$ cat src/rtl/core/wsptins_pkg.sv
`default_nettype none
// ----------------------------------------------------------------------------
// wsptins_pkg
// Shared widths, read-select codes and the command and status bundles that
// join the scheduler controller to its datapath.
// ----------------------------------------------------------------------------
package wsptins_pkg;

   localparam int MAX_JOBS = 32;
   localparam int IDX_W    = $clog2(MAX_JOBS);
   localparam int CNT_W    = $clog2(MAX_JOBS + 1);

   localparam int ID_W     = 16;
   localparam int TIME_W   = 10;
   localparam int WEIGHT_W = 10;
   localparam int MC_W     = 7;
   localparam int COST_W   = 36;

   // Ranking products and the trial cost pipeline.
   localparam int PROD_W = WEIGHT_W + TIME_W;
   localparam int SUM_W  = TIME_W + CNT_W;
   localparam int P_W    = MC_W + TIME_W;
   localparam int ARG_W  = ((SUM_W > P_W) ? SUM_W : P_W) + 1;
   localparam int TERM_W = WEIGHT_W + ARG_W;
   localparam int TOT_W  = (TERM_W + CNT_W > COST_W) ? TERM_W + CNT_W : COST_W + 1;

   localparam logic [TOT_W-1:0] COST_LIMIT = TOT_W'({COST_W{1'b1}});

   typedef enum logic [1:0] {
      RD_SORT_I = 2'd0,
      RD_SORT_K = 2'd1,
      RD_TRIAL  = 2'd2,
      RD_EMIT   = 2'd3
   } rd_sel_type;

   typedef struct packed {
      logic       load;
      logic       sort_init;
      logic       sort_fetch_x;
      logic       sort_read_e;
      logic       sort_mul;
      logic       sort_write_x;
      logic       sort_write_e;
      logic       ins_init;
      logic       ins_start;
      logic       trial_start;
      logic       issue;
      logic       trial_cmp;
      logic       insert;
      logic       emit_init;
      logic       emit;
      logic       clear_count;
      rd_sel_type rd_sel;
   } cmd_type;

   typedef struct packed {
      logic sort_done;
      logic sort_k_zero;
      logic sort_above;
      logic trial_last;
      logic pos_last;
      logic ins_done;
      logic pipe_busy;
      logic out_free;
      logic emit_last;
   } sts_type;

endpackage
`default_nettype wire

$ cat src/rtl/core/wspt_min_cost_insertion_scheduler.sv
`default_nettype none
// ----------------------------------------------------------------------------
// wspt_min_cost_insertion_scheduler
// Loads a set of jobs, ranks them by weight over time and builds a job
// sequence by minimum-cost insertion, then streams the sequence out.
// ----------------------------------------------------------------------------
//
//  Channel  Direction  Handshake         Word carried
//  req_     in         valid / stall     job_id, proc_time, job_weight, last_job
//  rsp_     out        valid / stall     seq_job_id, total_cost, end_of_sequence
//  csr_     in         valid / ready     machine_count (write only)
//
// Loading takes one cycle per word. After the last word the ranking runs a
// stable insertion sort; each comparison steps through the read, multiply
// and compare states. Each insertion trial takes a start step, streams its
// k+1 jobs through a six-stage cost pipeline, waits for it to drain and
// then compares the cost, and job k takes (k+1) trials. Results then leave
// at one word per cycle while rsp_ does not stall. Reset is synchronous and
// active high; it clears the job count, the machine count (to one) and all
// valid flags. The stores need no clearing pass. While computing or
// emitting, req_stall stays high; a final result may still wait in the
// output register while the next set starts loading.
//
module wspt_min_cost_insertion_scheduler
   import wsptins_pkg::*;
(
   input  wire logic                clock,
   input  wire logic                reset,
   input  wire logic                req_valid,
   output logic                     req_stall,
   input  wire logic [ID_W-1:0]     req_job_id,
   input  wire logic [TIME_W-1:0]   req_proc_time,
   input  wire logic [WEIGHT_W-1:0] req_job_weight,
   input  wire logic                req_last_job,
   output logic                     rsp_valid,
   input  wire logic                rsp_stall,
   output logic [ID_W-1:0]          rsp_seq_job_id,
   output logic [COST_W-1:0]        rsp_total_cost,
   output logic                     rsp_end_of_sequence,
   input  wire logic                csr_valid,
   output logic                     csr_ready,
   input  wire logic [MC_W-1:0]     csr_wdata
);

   cmd_type cmd;
   sts_type sts;

   // The machine count register can take a write in any cycle.
   assign csr_ready = 1'b1;

   wsptins_ctrl u_ctrl (
      .clock        (clock),
      .reset        (reset),
      .req_valid    (req_valid),
      .req_last_job (req_last_job),
      .req_stall    (req_stall),
      .cmd          (cmd),
      .sts          (sts)
   );

   wsptins_datapath u_datapath (
      .clock               (clock),
      .reset               (reset),
      .req_job_id          (req_job_id),
      .req_proc_time       (req_proc_time),
      .req_job_weight      (req_job_weight),
      .csr_write           (csr_valid & csr_ready),
      .csr_wdata           (csr_wdata),
      .rsp_stall           (rsp_stall),
      .cmd                 (cmd),
      .sts                 (sts),
      .rsp_valid           (rsp_valid),
      .rsp_seq_job_id      (rsp_seq_job_id),
      .rsp_total_cost      (rsp_total_cost),
      .rsp_end_of_sequence (rsp_end_of_sequence)
   );

   // A trial's cost is only compared once the pipeline has fully drained.
   a_cmp_after_drain: assert property (@(posedge clock) disable iff (reset)
      cmd.trial_cmp |-> !sts.pipe_busy)
      else $error("trial cost compared while the pipeline is still busy");

   // A result word is only loaded when the output register can take it.
   a_emit_free: assert property (@(posedge clock) disable iff (reset)
      cmd.emit |-> (!rsp_valid || !rsp_stall))
      else $error("result word loaded over one still waiting");

   // An issued element is in flight in the following cycle.
   a_issue_busy: assert property (@(posedge clock) disable iff (reset)
      cmd.issue |=> sts.pipe_busy)
      else $error("issued element did not enter the cost pipeline");

   // New jobs are accepted only while the cost pipeline is empty.
   a_load_idle: assert property (@(posedge clock) disable iff (reset)
      !req_stall |-> !sts.pipe_busy)
      else $error("input open while a trial is in progress");

endmodule
`default_nettype wire

$ cat src/rtl/core/wsptins_ctrl.sv
`default_nettype none
// ----------------------------------------------------------------------------
// wsptins_ctrl
// Sequencer for loading, ranking, insertion trials and emission.
// ----------------------------------------------------------------------------
module wsptins_ctrl
   import wsptins_pkg::*;
(
   input  wire logic    clock,
   input  wire logic    reset,
   input  wire logic    req_valid,
   input  wire logic    req_last_job,
   output logic         req_stall,
   output cmd_type      cmd,
   input  wire sts_type sts
);

   typedef enum logic [11:0] {
      ST_IDLE        = 12'b0000_0000_0001,
      ST_SORT_START  = 12'b0000_0000_0010,
      ST_SORT_READ   = 12'b0000_0000_0100,
      ST_SORT_MUL    = 12'b0000_0000_1000,
      ST_SORT_CMP    = 12'b0000_0001_0000,
      ST_INS_START   = 12'b0000_0010_0000,
      ST_TRIAL_START = 12'b0000_0100_0000,
      ST_TRIAL_ISSUE = 12'b0000_1000_0000,
      ST_TRIAL_DRAIN = 12'b0001_0000_0000,
      ST_TRIAL_CMP   = 12'b0010_0000_0000,
      ST_INSERT      = 12'b0100_0000_0000,
      ST_EMIT        = 12'b1000_0000_0000
   } state_type;

   state_type state_ff, state_in;

   assign req_stall = (state_ff != ST_IDLE);

   always_comb begin
      cmd      = '0;
      cmd.rd_sel = RD_SORT_I;
      state_in = state_ff;
      case (state_ff)
         ST_IDLE: begin
            if (req_valid) begin
               cmd.load = 1'b1;
               if (req_last_job) begin
                  cmd.sort_init = 1'b1;
                  state_in = ST_SORT_START;
               end
            end
         end
         ST_SORT_START: begin
            cmd.rd_sel = RD_SORT_I;
            if (sts.sort_done) begin
               cmd.ins_init = 1'b1;
               state_in = ST_INS_START;
            end else begin
               cmd.sort_fetch_x = 1'b1;
               state_in = ST_SORT_READ;
            end
         end
         ST_SORT_READ: begin
            cmd.rd_sel = RD_SORT_K;
            if (sts.sort_k_zero) begin
               cmd.sort_write_x = 1'b1;
               state_in = ST_SORT_START;
            end else begin
               cmd.sort_read_e = 1'b1;
               state_in = ST_SORT_MUL;
            end
         end
         ST_SORT_MUL: begin
            cmd.sort_mul = 1'b1;
            state_in = ST_SORT_CMP;
         end
         ST_SORT_CMP: begin
            if (sts.sort_above) begin
               cmd.sort_write_e = 1'b1;
               state_in = ST_SORT_READ;
            end else begin
               cmd.sort_write_x = 1'b1;
               state_in = ST_SORT_START;
            end
         end
         ST_INS_START: begin
            if (sts.ins_done) begin
               cmd.emit_init = 1'b1;
               state_in = ST_EMIT;
            end else begin
               cmd.ins_start = 1'b1;
               state_in = ST_TRIAL_START;
            end
         end
         ST_TRIAL_START: begin
            cmd.trial_start = 1'b1;
            state_in = ST_TRIAL_ISSUE;
         end
         ST_TRIAL_ISSUE: begin
            cmd.rd_sel = RD_TRIAL;
            cmd.issue = 1'b1;
            if (sts.trial_last) begin
               state_in = ST_TRIAL_DRAIN;
            end
         end
         ST_TRIAL_DRAIN: begin
            if (!sts.pipe_busy) begin
               state_in = ST_TRIAL_CMP;
            end
         end
         ST_TRIAL_CMP: begin
            cmd.trial_cmp = 1'b1;
            if (sts.pos_last) begin
               state_in = ST_INSERT;
            end else begin
               state_in = ST_TRIAL_START;
            end
         end
         ST_INSERT: begin
            cmd.insert = 1'b1;
            state_in = ST_INS_START;
         end
         ST_EMIT: begin
            cmd.rd_sel = RD_EMIT;
            if (sts.out_free) begin
               cmd.emit = 1'b1;
               if (sts.emit_last) begin
                  cmd.clear_count = 1'b1;
                  state_in = ST_IDLE;
               end
            end
         end
         default: begin
            state_in = ST_IDLE;
         end
      endcase
   end

   always_ff @(posedge clock) begin
      if (reset) begin
         state_ff <= ST_IDLE;
      end else begin
         state_ff <= state_in;
      end
   end

endmodule
`default_nettype wire

$ cat src/rtl/core/wsptins_datapath.sv
`default_nettype none
// ----------------------------------------------------------------------------
// wsptins_datapath
// Job stores, ranking comparator, sequence register, trial cost pipeline
// and the result output register.
// ----------------------------------------------------------------------------
module wsptins_datapath
   import wsptins_pkg::*;
(
   input  wire logic                clock,
   input  wire logic                reset,
   input  wire logic [ID_W-1:0]     req_job_id,
   input  wire logic [TIME_W-1:0]   req_proc_time,
   input  wire logic [WEIGHT_W-1:0] req_job_weight,
   input  wire logic                csr_write,
   input  wire logic [MC_W-1:0]     csr_wdata,
   input  wire logic                rsp_stall,
   input  wire cmd_type             cmd,
   output sts_type                  sts,
   output logic                     rsp_valid,
   output logic [ID_W-1:0]          rsp_seq_job_id,
   output logic [COST_W-1:0]        rsp_total_cost,
   output logic                     rsp_end_of_sequence
);

   // Stores and sequence.
   logic [ID_W-1:0]     id_mem_ff   [MAX_JOBS];
   logic [ID_W-1:0]     id_mem_in   [MAX_JOBS];
   logic [TIME_W-1:0]   time_mem_ff [MAX_JOBS];
   logic [TIME_W-1:0]   time_mem_in [MAX_JOBS];
   logic [WEIGHT_W-1:0] wt_mem_ff   [MAX_JOBS];
   logic [WEIGHT_W-1:0] wt_mem_in   [MAX_JOBS];
   logic [IDX_W-1:0]    seq_ff      [MAX_JOBS];
   logic [IDX_W-1:0]    seq_in      [MAX_JOBS];

   logic [CNT_W-1:0] cnt_ff, cnt_in;
   logic [MC_W-1:0]  mc_ff, mc_in;

   // Ranking.
   logic [CNT_W-1:0]    sort_i_ff, sort_i_in;
   logic [IDX_W-1:0]    sort_k_ff, sort_k_in;
   logic [ID_W-1:0]     xid_ff, xid_in, eid_ff, eid_in;
   logic [TIME_W-1:0]   xt_ff, xt_in, et_ff, et_in;
   logic [WEIGHT_W-1:0] xw_ff, xw_in, ew_ff, ew_in;
   logic [PROD_W-1:0]   sa_ff, sa_in, sb_ff, sb_in;

   // Insertion.
   logic [CNT_W-1:0] ins_k_ff, ins_k_in;
   logic [IDX_W-1:0] pos_ff, pos_in, elem_ff, elem_in, bpos_ff, bpos_in;
   logic [TOT_W-1:0] best_ff, best_in;

   // Trial cost pipeline.
   logic                v1_ff, v1_in, v2_ff, v2_in, v3_ff, v3_in;
   logic                v4_ff, v4_in, v5_ff, v5_in;
   logic [TIME_W-1:0]   t1_ff, t1_in, mx_ff, mx_in;
   logic [WEIGHT_W-1:0] w1_ff, w1_in, w2_ff, w2_in, w3_ff, w3_in, w4_ff, w4_in;
   logic [SUM_W-1:0]    sum_ff, sum_in, s3_ff, s3_in;
   logic [P_W-1:0]      p3_ff, p3_in;
   logic [ARG_W-1:0]    a4_ff, a4_in;
   logic [TERM_W-1:0]   term5_ff, term5_in;
   logic [TOT_W-1:0]    total_ff, total_in;

   // Output register.
   logic              rv_ff, rv_in, reos_ff, reos_in;
   logic [ID_W-1:0]   rid_ff, rid_in;
   logic [COST_W-1:0] rcost_ff, rcost_in;

   logic [IDX_W-1:0]    rd_addr, seq_addr, trial_job, wr_addr;
   logic [ID_W-1:0]     rd_id, wr_id;
   logic [TIME_W-1:0]   rd_time, wr_time;
   logic [WEIGHT_W-1:0] rd_wt, wr_wt;
   logic                wr_en;
   logic [MC_W-1:0]     mm1;
   logic [COST_W-1:0]   cost_sat;

   assign mm1 = (mc_ff == '0) ? '0 : mc_ff - MC_W'(1);
   assign cost_sat = (best_ff > COST_LIMIT) ? '1 : best_ff[COST_W-1:0];

   // Element of the trial sequence: the new job sits at the trial position.
   assign seq_addr  = (elem_ff < pos_ff) ? elem_ff : elem_ff - IDX_W'(1);
   assign trial_job = (elem_ff == pos_ff) ? ins_k_ff[IDX_W-1:0] : seq_ff[seq_addr];

   always_comb begin
      case (cmd.rd_sel)
         RD_SORT_I: rd_addr = sort_i_ff[IDX_W-1:0];
         RD_SORT_K: rd_addr = sort_k_ff - IDX_W'(1);
         RD_TRIAL:  rd_addr = trial_job;
         RD_EMIT:   rd_addr = seq_ff[elem_ff];
         default:   rd_addr = sort_i_ff[IDX_W-1:0];
      endcase
   end

   assign rd_id   = id_mem_ff[rd_addr];
   assign rd_time = time_mem_ff[rd_addr];
   assign rd_wt   = wt_mem_ff[rd_addr];

   // Single store write port: loading, or a shift or placement step of the ranking.
   always_comb begin
      wr_en   = 1'b0;
      wr_addr = sort_k_ff;
      wr_id   = xid_ff;
      wr_time = xt_ff;
      wr_wt   = xw_ff;
      if (cmd.load) begin
         wr_en   = (cnt_ff < CNT_W'(MAX_JOBS));
         wr_addr = cnt_ff[IDX_W-1:0];
         wr_id   = req_job_id;
         wr_time = req_proc_time;
         wr_wt   = req_job_weight;
      end else if (cmd.sort_write_e) begin
         wr_en   = 1'b1;
         wr_id   = eid_ff;
         wr_time = et_ff;
         wr_wt   = ew_ff;
      end else if (cmd.sort_write_x) begin
         wr_en   = 1'b1;
      end
   end

   always_comb begin
      id_mem_in   = id_mem_ff;
      time_mem_in = time_mem_ff;
      wt_mem_in   = wt_mem_ff;
      if (wr_en) begin
         id_mem_in[wr_addr]   = wr_id;
         time_mem_in[wr_addr] = wr_time;
         wt_mem_in[wr_addr]   = wr_wt;
      end
   end

   // Insertion opens a gap at the best position in one step.
   always_comb begin
      seq_in = seq_ff;
      if (cmd.insert) begin
         for (int e = 0; e < MAX_JOBS; e++) begin
            if (IDX_W'(e) == bpos_ff) begin
               seq_in[e] = ins_k_ff[IDX_W-1:0];
            end else if ((e > 0) && (IDX_W'(e) > bpos_ff)) begin
               seq_in[e] = seq_ff[(e > 0) ? e - 1 : 0];
            end
         end
      end
   end

   always_comb begin
      cnt_in = cnt_ff;
      if (cmd.clear_count) begin
         cnt_in = '0;
      end else if (cmd.load && (cnt_ff < CNT_W'(MAX_JOBS))) begin
         cnt_in = cnt_ff + CNT_W'(1);
      end
      mc_in = csr_write ? csr_wdata : mc_ff;

      sort_i_in = sort_i_ff;
      sort_k_in = sort_k_ff;
      xid_in = xid_ff; xt_in = xt_ff; xw_in = xw_ff;
      eid_in = eid_ff; et_in = et_ff; ew_in = ew_ff;
      sa_in = sa_ff;   sb_in = sb_ff;
      if (cmd.sort_init) begin
         sort_i_in = CNT_W'(1);
      end
      if (cmd.sort_fetch_x) begin
         xid_in = rd_id; xt_in = rd_time; xw_in = rd_wt;
         sort_k_in = sort_i_ff[IDX_W-1:0];
      end
      if (cmd.sort_read_e) begin
         eid_in = rd_id; et_in = rd_time; ew_in = rd_wt;
      end
      if (cmd.sort_mul) begin
         sa_in = PROD_W'(xw_ff) * PROD_W'(et_ff);
         sb_in = PROD_W'(ew_ff) * PROD_W'(xt_ff);
      end
      if (cmd.sort_write_e) begin
         sort_k_in = sort_k_ff - IDX_W'(1);
      end
      if (cmd.sort_write_x) begin
         sort_i_in = sort_i_ff + CNT_W'(1);
      end

      ins_k_in = ins_k_ff;
      pos_in   = pos_ff;
      elem_in  = elem_ff;
      best_in  = best_ff;
      bpos_in  = bpos_ff;
      if (cmd.ins_init) begin
         ins_k_in = '0;
      end
      if (cmd.ins_start) begin
         best_in = '1;
         bpos_in = '0;
         pos_in  = '0;
      end
      if (cmd.trial_start || cmd.emit_init) begin
         elem_in = '0;
      end
      if (cmd.issue || cmd.emit) begin
         elem_in = elem_ff + IDX_W'(1);
      end
      if (cmd.trial_cmp) begin
         // Equal cost moves the choice to the later position.
         if (total_ff <= best_ff) begin
            best_in = total_ff;
            bpos_in = pos_ff;
         end
         pos_in = pos_ff + IDX_W'(1);
      end
      if (cmd.insert) begin
         ins_k_in = ins_k_ff + CNT_W'(1);
      end

      v1_in = cmd.issue;
      t1_in = rd_time;
      w1_in = rd_wt;
      v2_in = v1_ff;
      w2_in = w1_ff;
      sum_in = sum_ff;
      mx_in  = mx_ff;
      if (cmd.trial_start) begin
         sum_in = '0;
         mx_in  = '0;
      end else if (v1_ff) begin
         sum_in = sum_ff + SUM_W'(t1_ff);
         mx_in  = (t1_ff > mx_ff) ? t1_ff : mx_ff;
      end
      v3_in = v2_ff;
      p3_in = P_W'(mm1) * P_W'(mx_ff);
      s3_in = sum_ff;
      w3_in = w2_ff;
      v4_in = v3_ff;
      a4_in = ARG_W'(s3_ff) + ARG_W'(p3_ff);
      w4_in = w3_ff;
      v5_in = v4_ff;
      term5_in = TERM_W'(w4_ff) * TERM_W'(a4_ff);
      total_in = total_ff;
      if (cmd.trial_start) begin
         total_in = '0;
      end else if (v5_ff) begin
         total_in = total_ff + TOT_W'(term5_ff);
      end

      rv_in    = rv_ff;
      rid_in   = rid_ff;
      rcost_in = rcost_ff;
      reos_in  = reos_ff;
      if (cmd.emit) begin
         rv_in    = 1'b1;
         rid_in   = rd_id;
         rcost_in = sts.emit_last ? cost_sat : '0;
         reos_in  = sts.emit_last;
      end else if (!rsp_stall) begin
         rv_in = 1'b0;
      end
   end

   always_comb begin
      sts.sort_done   = (sort_i_ff == cnt_ff);
      sts.sort_k_zero = (sort_k_ff == '0);
      sts.sort_above  = (sa_ff > sb_ff);
      sts.trial_last  = (CNT_W'(elem_ff) == ins_k_ff);
      sts.pos_last    = (CNT_W'(pos_ff) == ins_k_ff);
      sts.ins_done    = (ins_k_ff == cnt_ff);
      sts.pipe_busy   = v1_ff | v2_ff | v3_ff | v4_ff | v5_ff;
      sts.out_free    = !rv_ff || !rsp_stall;
      sts.emit_last   = (CNT_W'(elem_ff) == cnt_ff - CNT_W'(1));
   end

   always_ff @(posedge clock) begin
      if (reset) begin
         cnt_ff <= '0;
         mc_ff  <= MC_W'(1);
         v1_ff  <= 1'b0;
         v2_ff  <= 1'b0;
         v3_ff  <= 1'b0;
         v4_ff  <= 1'b0;
         v5_ff  <= 1'b0;
         rv_ff  <= 1'b0;
      end else begin
         cnt_ff <= cnt_in;
         mc_ff  <= mc_in;
         v1_ff  <= v1_in;
         v2_ff  <= v2_in;
         v3_ff  <= v3_in;
         v4_ff  <= v4_in;
         v5_ff  <= v5_in;
         rv_ff  <= rv_in;
      end
   end

   always_ff @(posedge clock) begin
      id_mem_ff   <= id_mem_in;
      time_mem_ff <= time_mem_in;
      wt_mem_ff   <= wt_mem_in;
      seq_ff      <= seq_in;
      sort_i_ff   <= sort_i_in;
      sort_k_ff   <= sort_k_in;
      xid_ff <= xid_in; xt_ff <= xt_in; xw_ff <= xw_in;
      eid_ff <= eid_in; et_ff <= et_in; ew_ff <= ew_in;
      sa_ff  <= sa_in;  sb_ff <= sb_in;
      ins_k_ff <= ins_k_in;
      pos_ff   <= pos_in;
      elem_ff  <= elem_in;
      best_ff  <= best_in;
      bpos_ff  <= bpos_in;
      t1_ff <= t1_in; w1_ff <= w1_in; w2_ff <= w2_in;
      sum_ff <= sum_in; mx_ff <= mx_in;
      p3_ff <= p3_in; s3_ff <= s3_in; w3_ff <= w3_in;
      a4_ff <= a4_in; w4_ff <= w4_in;
      term5_ff <= term5_in;
      total_ff <= total_in;
      rid_ff   <= rid_in;
      rcost_ff <= rcost_in;
      reos_ff  <= reos_in;
   end

   assign rsp_valid           = rv_ff;
   assign rsp_seq_job_id      = rid_ff;
   assign rsp_total_cost      = rcost_ff;
   assign rsp_end_of_sequence = reos_ff;

endmodule
`default_nettype wire

$ cat config.mk
export PLATFORM = sky130hd
export DESIGN_NAME = wspt_min_cost_insertion_scheduler
export DESIGN_NICKNAME = d
export VERILOG_FILES = /design/src/rtl/core/wsptins_pkg.sv /design/src/rtl/core/wspt_min_cost_insertion_scheduler.sv /design/src/rtl/core/wsptins_ctrl.sv /design/src/rtl/core/wsptins_datapath.sv
export SDC_FILE = /design/constraint.sdc
export NUM_CORES = 2
export LEC_CHECK = 0
export CORE_MARGIN = 1
export CORE_UTILIZATION = 50
export CTS_CLUSTER_SIZE = 24
export DETAILED_ROUTE_END_ITERATION = 10
export DONT_BUFFER_PORTS = 1
export PLACE_DENSITY_LB_ADDON = 0.05
export SYNTH_ARGS = -nofsm -noshare
export SYNTH_HDL_FRONTEND = slang
export SYNTH_SLANG_ARGS = --single-unit
export TNS_END_PERCENT = 20
$ cat constraint.sdc
create_clock -name clock -period 11.3 [get_ports clock]
set_input_delay 2.26 -clock clock [delete_from_list [all_inputs] [get_ports clock]]
set_output_delay 2.26 -clock clock [all_outputs]
set_load 0.01 [all_outputs]
==> results.cfg <==
[routing]
wl_per_cell_um = 27.4
ant_nets = 0
dr.pass1.iters = 6
avgViaCountPerCell = 6.10
via_count = 56600
drc = 0
drtIter0Drc = 5340
wl_um = 254000

[clock_network]
cts.clk_slew.worst_paths_ns = 0.06
hold_buffers = 0
cts_tree = built
root_buffer = clkbuf_16
insertion_delay_ns = 0.84
cts.sinks = 1769
post_cts_resized = 0
cts_buffers = 185
post-cts-setup-buffers = 0
h-tree-depth = 4
cts_buffer_depth = 3

[critical_path]
crit_required_ns = 11.86
cp-start-kind = flop
crit_arrival_ns = 8.18
critPathSlowestCell = ha_1
critPathTopFamily = buffers and inverters
startpoint = u_datapath.elem_ff[1]
path_max_fanout = 59
path_buf_inv = 6
r2r-start = u_datapath.elem_ff[1]
path_cells = buf_4 > clkinv_1 > ha_1 > inv_1 > a21oi_2 > buf_4 > nor2_2 > o311ai_0 > a22oi_1 > o2111ai_1 > o21a_4 > buf_4 > nor3_4 > buf_4 > a22oi_1 > o211ai_1 > a211o_1
cpMostUsedCell = buf_4
worstSetupPathType = reg -> reg
endpoint_kind = flop
cp_slowest_stage_delay_ns = 0.80

[timing]
holdWs_ns = 0.324
finalSetupViolCount = 0
layout_min_cycle_time_ns = 7.62
slew_headroom_pct = 14.7
setup_ws_ns = 3.68
hold_violations = 0
maxSlewViolCount = 0
tns_ns = 0
rsz0062_at_grt = no
timing.fmax_mhz = 131
post-route-period-util_pct = 67.4
clock_skew_ns = 0.0454
tightest_slew_ns = 1.28

[cells_and_area]
n_fill_cell = 14400
drive_gt1_share_pct = 12.5
final_common_cell = edfxtp_1
syn_to_final_growth_pct = 10.1
final_cell_area_mm2 = 0.0983
layout_common_cells = edfxtp_1, nand2_1, inv_1
layout.nets = 7463

[worst_hold_path]
hold_path.class = reg -> reg
min_from = u_datapath.w3_ff[6]

[place]
dp_slack_ns = 3.79
gp_congestion = 0.931
hpwl_um = 157000
port_buffers = 0
postPlaceCellArea_mm2 = 0.0920

[yosys]
syn_nets = 7550
synth_edf_count = 1504
ys_seq_area_share_pct = 56.5
yosys_register_bits = 1769
synth.avg_cell_area_um2 = 13.0
async_flop_share_pct = 0
yosysWarnings = 0
synth_area_mm2 = 0.0893
synthXorXnorAreaFrac_pct = 1.75
ys_top_cells_by_area = edfxtp_1, fa_1, dfxtp_1
synth-simple-area-share_pct = 7.84
synth.area.mux_share_pct = 9.63
synthDistinctLibCells = 92
synth_top_area_share_pct = 50.6
synth_top_family_by_area = adder cells
postSynthCellCount = 6866
synth_compound_area_share_pct = 9.04
synthAdderAreaFrac_pct = 11.4
yosys.area.top_type = edfxtp_1
synthFlopType = edfxtp_1

[pwr]
power_density_mw_per_mm2 = 150
pwr-share-comb_pct = 8.0
irDropWorstVdd_v = 0.000133
power_frac_clock_pct = 42.4
p_int_w = 0.0113
p_sw_share_pct = 23.5
pwr-share-seq_pct = 49.6
leakagePower_nw = 37.0
switchingPower_w = 0.00347

[floorplan]
core_area_mm2 = 0.177
die-area_mm2 = 0.180
die_w_um = 425
die_height_um = 425
boundaryPins = 105
initial_utilization_pct = 50.5
num_rows = 154

[grt]
grt_pass1_wl_um = 374000
grt_busiest_layer = met2
grt_pass1_vias = 55800
use_met3_pct = 4.92
grt_max_degree = 172
use_met2_pct = 45.8
grtUsageTotal_pct = 28.2
use_met1_pct = 38.3
grt_overflow = 0
antenna_found_initial = 10

[run]
drv_cap = 0

[run_status]
status = finished clean
## cells in the mapped netlist, types with 15 or more instances
cell type / number
nor2_1: 270
buf_4: 21
xnor2_1: 133
a21oi_1: 354
o21a_1: 21
nand2_1: 542
inv_1: 476
ha_1: 343
a211o_1: 43
xor2_1: 45
nand3_1: 80
and3_1: 35
nand4_1: 48
a2111oi_0: 27
or4_1: 41
a211oi_1: 20
a31oi_1: 18
edfxtp_1: 1504
a21o_1: 57
and2_1: 205
a2bb2oi_1: 35
nor2b_1: 40
mux2i_1: 422
nor4_1: 17
dfxtp_1: 265
nand2b_1: 18
mux2_2: 295
clkbuf_1: 236
a221oi_1: 147
buf_1: 39
a22oi_1: 83
buf_2: 89
nor3_1: 91
a21boi_0: 15
o211ai_1: 61
fa_1: 292
or3_1: 17
o22ai_1: 38
o21bai_1: 25
o21ai_0: 168
mux4_2: 47
## worst paths after layout
check	endpoint	slack, ns	cells past startpoint
hold / removal	u_datapath.w4_ff[6]	0.32	0
setup reg to reg	u_datapath.rsp_seq_job_id[8]	3.68	17
hold reg to reg	u_datapath.w4_ff[6]	0.32	0
setup / recovery	u_datapath.rsp_seq_job_id[8]	3.68	17
## metal layers
| layer | vias up | wire, µm | share of wire (%) |
|---|---|---|---|
| met3 | 458 | 18600 | 7.3 |
| met4 | 4 | 8190 | 3.2 |
| met5 | - | 20 | 0.0079 |
| met2 | 2195 | 121000 | 48 |
| li1 | 25100 | - | - |
| met1 | 28800 | 106000 | 42 |
## cell type report
| class | count | area (µm²) | share of cell area, % |
|---|---|---|---|
| Antenna cell | 3 | 7.51 | 0.00764 |
| Clock buffer | 258 | 5290 | 5.38 |
| Clock inverter | 82 | 1030 | 1.05 |
| Inverter | 481 | 1810 | 1.84 |
| Multi-Input combinational cell | 4229 | 35900 | 36.5 |
| Sequential cell | 1769 | 50500 | 51.3 |
| Tap cell | 2340 | 2930 | 2.98 |
| Timing Repair Buffer | 113 | 898 | 0.914 |
## per-stage QoR
stage / std cells / utilization (%) / power [W]
global placement: 8932 / 52.1 / 0.00864
detailed placement: 8932 / 52.1 / 0.00865
CTS: 9272 / 55.6 / 0.0149
global route: 9272 / 55.6 / 0.0153
floorplan: 6866 / - / 0.00827
finish: 9275 / 55.6 / 0.0148
## state kept, by name (all words and copies together) (netlist names), 12 cells and up
| name | cells |
|---|---|
| u_datapath.id_mem_ff | 512 |
| u_datapath.time_mem_ff | 320 |
| u_datapath.wt_mem_ff | 320 |
| u_datapath.seq_ff | 160 |
| u_datapath.best_ff | 37 |
| u_datapath.total_ff | 37 |
| u_datapath.rsp_total_cost | 36 |
| u_datapath.term5_ff | 28 |
| u_datapath.sa_ff | 20 |
| u_datapath.sb_ff | 20 |
| u_datapath.a4_ff | 18 |
| u_datapath.p3_ff | 17 |
| u_datapath.eid_ff | 16 |
| u_datapath.rsp_seq_job_id | 16 |
| u_datapath.s3_ff | 16 |
| u_datapath.s3_in | 16 |
| u_datapath.xid_ff | 16 |
| u_ctrl.state_ff | 12 |
## power by group through the flow
stage                     logic (W)  registers (W)  clock network [W]
after floorplan            0.000869        0.00740                  0
after global placement      0.00117        0.00747                  0
after detailed placement    0.00118        0.00747                  0
after CTS                   0.00119        0.00733            0.00637
after global routing        0.00132        0.00733            0.00660
final                       0.00118        0.00733            0.00626
## kinds of logic (layout without fill, tap and decap cells)
group | count (synthesis) | in the layout
AND/OR/NAND/NOR | 1455 | 1455
other | 1 | 4
flip-flops | 1769 | 1769
multiplexers | 764 | 764
adder cells (fa/ha/maj) | 635 | 635
buffers and inverters | 868 | 934
XOR/XNOR | 178 | 178
AO/OA/AOI/OAI | 1196 | 1196
Note: power is estimated with default switching activity, not from simulation.
